## src/sv/drdb_pkg.sv

```systemverilog
// Shared types and constants for the dead-block RRIP replacement block.
`default_nettype none
package drdb_pkg;

    typedef enum logic [2:0] {
        ST_CLEAR,
        ST_IDLE,
        ST_MOD,
        ST_SWEEP,
        ST_READ,
        ST_APPLY
    } t_state;

    typedef struct packed {
        logic load;
        logic mod_step;
        logic cnt_clr;
        logic clear_wr;
        logic sweep_step;
        logic fill_inc;
        logic rd;
        logic apply;
    } t_cmd;

    typedef struct packed {
        logic mod_done;
        logic clear_done;
        logic sweep_done;
        logic is_update;
        logic need_sweep;
        logic out_free;
    } t_sts;

    localparam logic       REG_BIP    = 1'b0;
    localparam logic       REG_DECAY  = 1'b1;
    localparam logic       OP_QUERY   = 1'b0;
    localparam logic       OP_UPDATE  = 1'b1;
    localparam logic       KIND_VICT  = 1'b0;
    localparam logic       KIND_ACK   = 1'b1;
    localparam logic [1:0] ROLE_FOLL  = 2'd0;
    localparam logic [1:0] ROLE_LIP   = 2'd1;
    localparam logic [1:0] ROLE_BIP   = 2'd2;
    localparam logic [1:0] RRPV_MAX   = 2'd3;
    localparam logic [1:0] DEAD_MAX   = 2'd3;
    localparam int         LEAD_A_MUL = 37;
    localparam int         LEAD_B_MUL = 71;
    localparam int         LEAD_B_OFF = 13;
    localparam logic [3:0] BIP_RST    = 4'd5;
    localparam logic [4:0] DECAY_RST  = 5'd13;
    localparam logic [4:0] DECAY_CAP  = 5'd16;
    localparam int         FILL_W     = 16;
    localparam int         LINE_W     = 5;

endpackage
`default_nettype wire

```

## src/sv/drdb_ctrl.sv

```systemverilog
// Sequencer for clearing, operand reduction, decay sweep and set read-modify-write.
`default_nettype none
module drdb_ctrl (
    input  wire logic          i_clk,
    input  wire logic          i_rst_n,
    input  wire logic          i_in_valid,
    output logic               o_in_ready,
    input  wire drdb_pkg::t_sts i_sts,
    output drdb_pkg::t_cmd     o_cmd
);
    drdb_pkg::t_state r_state, n_state;

    always_ff @(posedge i_clk) begin
        if (!i_rst_n) begin
            r_state <= drdb_pkg::ST_CLEAR;
        end else begin
            r_state <= n_state;
        end
    end

    always_comb begin
        n_state    = r_state;
        o_cmd      = '0;
        o_in_ready = 1'b0;
        unique case (r_state)
            drdb_pkg::ST_CLEAR: begin
                o_cmd.clear_wr = 1'b1;
                if (i_sts.clear_done) begin
                    o_cmd.cnt_clr = 1'b1;
                    n_state       = drdb_pkg::ST_IDLE;
                end
            end
            drdb_pkg::ST_IDLE: begin
                o_in_ready = 1'b1;
                if (i_in_valid) begin
                    o_cmd.load = 1'b1;
                    n_state    = drdb_pkg::ST_MOD;
                end
            end
            drdb_pkg::ST_MOD: begin
                if (!i_sts.mod_done) begin
                    o_cmd.mod_step = 1'b1;
                end else if (i_sts.is_update) begin
                    o_cmd.fill_inc = 1'b1;
                    o_cmd.cnt_clr  = 1'b1;
                    n_state = i_sts.need_sweep ? drdb_pkg::ST_SWEEP : drdb_pkg::ST_READ;
                end else begin
                    n_state = drdb_pkg::ST_READ;
                end
            end
            drdb_pkg::ST_SWEEP: begin
                o_cmd.sweep_step = 1'b1;
                if (i_sts.sweep_done) begin
                    o_cmd.cnt_clr = 1'b1;
                    n_state       = drdb_pkg::ST_READ;
                end
            end
            drdb_pkg::ST_READ: begin
                o_cmd.rd = 1'b1;
                n_state  = drdb_pkg::ST_APPLY;
            end
            drdb_pkg::ST_APPLY: begin
                if (i_sts.out_free) begin
                    o_cmd.apply = 1'b1;
                    n_state     = drdb_pkg::ST_IDLE;
                end
            end
            default: n_state = drdb_pkg::ST_CLEAR;
        endcase
    end
endmodule
`default_nettype wire

```

## config.mk

```make
export PLATFORM = sky130hd
export DESIGN_NAME = drdb_ctrl
export DESIGN_NICKNAME = d
export VERILOG_FILES = /design/src/sv/drdb_pkg.sv /design/src/sv/drdb_ctrl.sv
export SDC_FILE = /design/constraint.sdc
export NUM_CORES = 1
export LEC_CHECK = 0
export BUFFER_PORTS_ARGS = -buffer_cell sky130_fd_sc_hd__buf_4
export CELL_PAD_IN_SITES_DETAIL_PLACEMENT = 0
export CELL_PAD_IN_SITES_GLOBAL_PLACEMENT = 2
export CORE_MARGIN = 10
export CORE_UTILIZATION = 21
export DETAILED_ROUTE_END_ITERATION = 10
export PLACE_DENSITY = 0.83
export REMOVE_ABC_BUFFERS = 1
export SYNTH_ARGS = -nofsm -noshare
export SYNTH_HDL_FRONTEND = slang
export SYNTH_SLANG_ARGS = --single-unit
```

## constraint.sdc

```tcl
create_clock -name i_clk -period 1.6 [get_ports i_clk]
set_clock_uncertainty 0.15 [all_clocks]
set_input_delay 0.08 -clock i_clk [delete_from_list [all_inputs] [get_ports i_clk]]
set_output_delay 0.08 -clock i_clk [all_outputs]
set_load 0.1 [all_outputs]
```

# ---- After elaboration in Yosys (flattened, before gate mapping)
# Cells that the tools add are included.
dict set report classes {
  n_reduce_logical 2
  mux 24
  n_eq_ne 10
}
# op count
set op_table {}
lappend op_table {{two-way mux 3 bit} 7}
lappend op_table {{one-hot mux 3 bit (6 select lines)} 1}
lappend op_table {{two-way mux 1 bit} 15}
lappend op_table {{!= test 2 bit (second input constant)} 5}
lappend op_table {{== test 3 x 2 -> 1 bit (second input constant)} 2}
lappend op_table {{== test 3 bit (second input constant)} 2}
lappend op_table {{AND reduction 5 bit} 1}
lappend op_table {{== test 3 x 1 -> 1 bit (second input constant)} 1}
lappend op_table {{zero test 3 bit} 1}
lappend op_table {{one-hot mux 1 bit (3 select lines)} 1}
dict set report totals {
  word_cells 37
  ff_bits 3
  output_inout_bits 9
  inputBits 9
}

# ---- Logic depth before layout (Yosys ltp)
dict set report logic_depth {
  depth_word 4
  mapped_depth 5
  ltp_nobuf 4
}

# ---- Worst setup path after synthesis
# No wires, ideal clock.
dict set report synth_timing {
  kind {reg-to-output}
  startpoint {register r_state[1]}
  endpoint {output o_cmd[5] (netlist bit)}
  t_arrival_ns 3.588
  t_required_ns 1.370
  path_buffers 1
  path_stages_with_launch 4
  path_slack_ns -2.218
  cell_sequence {dfxtp_1 -> buf_6 -> nor3_1 -> a221o_1}
}
# element line
set synth_lines {}
lappend synth_lines {{from (decl)} drdb_ctrl.sv:11} ;# drdb_pkg::t_state r_state, n_state;
lappend synth_lines {{from (signal assigned)} drdb_ctrl.sv:15} ;# r_state <= drdb_pkg::ST_CLEAR;
lappend synth_lines {{from (signal assigned)} drdb_ctrl.sv:17} ;# r_state <= n_state;
lappend synth_lines {{to (decl)} drdb_ctrl.sv:9} ;# output drdb_pkg::t_cmd o_cmd

==> results.toml <==
[status]
status = "completed"

[yosys]
syn_avg_cell_area_sq_um = 8.10
synth_cell_types = 21
seq_area_frac_synth_pct = 17.6
synth-seq-cells = 3
synth_area_sq_um = 340
yosysWarnings = 0
netlist_instances = 42

[place]
place.gp.congestion = 0.731
io_buffers = 17
place_hpwl_microns = 849

[sta]
period_share_pct = 99.9
fin_tns_setup_ns = 0
fmax_mhz = 625
hold_viol = 0
rsz0062_at_grt = "true"
drv_slew = 0
worstMarginPinSlew_ns = 0.282
max-slew-margin-rel_pct = 81.3
period_minus_slack_ns = 1.60
setup_viol = 0

[clocking]
cts_tree = "built"
cts-root-buf = "clkbuf_4"
clock_sinks = 3
cts_buffer_depth = 2
path_clk_slew_ns = 0.04
numCtsBuffers = 3
clock_latency_ns = 0.23
htreeDepth = 1

[grt]
grt_antenna_before_repair = 0
grt_start_max_net_pins = 11
grt_first_pass_wirelength_microns = 1720
grt_overflow = 0
grt_util_all_layers_pct = 6.10
grt_pass1_vias = 415

[routing]
detail_route.iter0.violations = 2
via_per_inst = 4.86
dr.pass1.iters = 4
antenna_left = 0
wl_per_cell_microns = 13.0
via_count = 394
drt-total-wl_microns = 1050
drc = 0

[floorplan]
die_area_sq_um = 3630
die_y_microns = 60.3
fp.dieW_microns = 60.3
core-area_sq_um = 1520
std_cell_rows = 14
pin_count = 18
start_util_pct = 22.3

[pwr]
vdd_ir_drop_max_uv = 452
p_total_uw = 816
power-per-cell-area_nw_per_um2 = 1400
leakagePower_uw = 0.000254

[critical_path]
crit_fanout = 4
crit_type = "reg2out"
critPathArrivalTime_ns = 1.37
reg2reg_depth = 4
start_kind = "flop"
cp.required_ns = 1.37
setup.worst_path.end_class = "primary output"

[finish]
final_common_cell = "buf_4"
fillers = 162
final_util_pct = 38.2
antenna_cells = 0
largest_reg_flops = 3
drive_gt1_share_pct = 56.9
layout_common_cells = "buf_4, nand2_1, o21ai_0, mux2i_1, clkbuf_4"
fin_nets = 75
largest_register = "r_state"
area_growth_syn_to_layout_pct = 71.0
largest_registers = "r_state x3"

[flow_run]
cap_violations = 0

[worst_hold_path]
min_path_type = "in2reg"
min_delay_path_depth = 4
==> critical path, stage by stage, from the launching register on <==
cell      delay, ns
dfxtp_2        0.31
nand2b_4       0.13
or2_4          0.14
inv_2          0.04
a221o_1        0.34
buf_12         0.18
==> what timing repair did <==
item / 4_1_cts / 5_1_grt
endpoints found under the hold margin: 2 / 0
hold buffers: 1 / 0
resized for setup: 11 / 5
setup endpoints to repair: 2 / 5
buffers inserted: 1 / 0
pin swaps: 2 / 0
==> layer usage <==
layer  track usage (%)  wire (microns)  vias up
li1                  -               -      193
met1              5.30             385      186
met2              10.0             526       15
met3              4.24             138        0
met4              3.85               0        0
met5                 0               0        -
==> layout make-up <==
class | count | area [sq um] | area share [%]
Multi-Input combinational cell | 33 | 260 | 44.7
Timing Repair Buffer | 22 | 203 | 34.8
Sequential cell | 3 | 61.3 | 10.5
Clock buffer | 4 | 26.3 | 4.52
Tap cell | 16 | 20.0 | 3.44
Inverter | 3 | 11.3 | 1.94
==> kinds of logic after synthesis <==
family	after synthesis	share of synthesized area (%)
compound gates	9	22.8
buf+inv	6	13.2
flops	3	17.6
mux	4	13.2
simple gates	20	33.1
==> path summary, 6_finish.rpt <==
path | startpoint | endpoint | slack, ns
worst min register to register | r_state[0]$_SDFFE_PN0P_ | r_state[0]$_SDFFE_PN0P_ | 0.48
worst max register to register | r_state[2]$_SDFFE_PN0P_ | r_state[2]$_SDFFE_PN0P_ | 0.16
worst min-delay path | i_sts[3] | r_state[0]$_SDFFE_PN0P_ | 0.07
worst max-delay path | r_state[2]$_SDFFE_PN0P_ | o_cmd[5] | 0.001
==> stage by stage <==
step           instance area [sq um]  instances  setup WS (ns)  hold slack, ns
2_1_floorplan                    307         39          -2.27          0.0461
3_3_place_gp                     477         75          0.142           0.194
3_5_place_dp                     477         75          0.146           0.198
4_1_cts                          557         81       -0.00530          0.0585
5_1_grt                          582         81        -0.0726          0.0897
6_report                         582         81        0.00125          0.0671
==> Yosys cell counts <==
master    count  area (sq um)
o22ai_1       1          6.26
inv_1         2          7.51
inv_2         1          3.75
a31oi_1       1          6.26
o21ai_0       3          15.0
nor3_1        3          15.0
nand2b_4      2          27.5
or2_4         1          8.76
nand4_1       1          6.26
mux2_4        1          15.0
a221o_1       1          10.0
nand2_1       8          30.0
mux2i_1       3          30.0
a21oi_1       1          5.00
dfxtp_1       3          60.1
nor2_1        3          11.3
buf_6         3          33.8
a211o_1       1          8.76
o221ai_4      1          26.3
nor3b_1       1          7.51
and2_1        1          6.26
==> report_power, final <==
part	total, uW	internal, uW	switching, uW
Combinational	591	193	398
Clock	126	93.0	32.9
Sequential	98.3	89.1	9.21
Note: power is estimated with default switching activity, not from simulation.
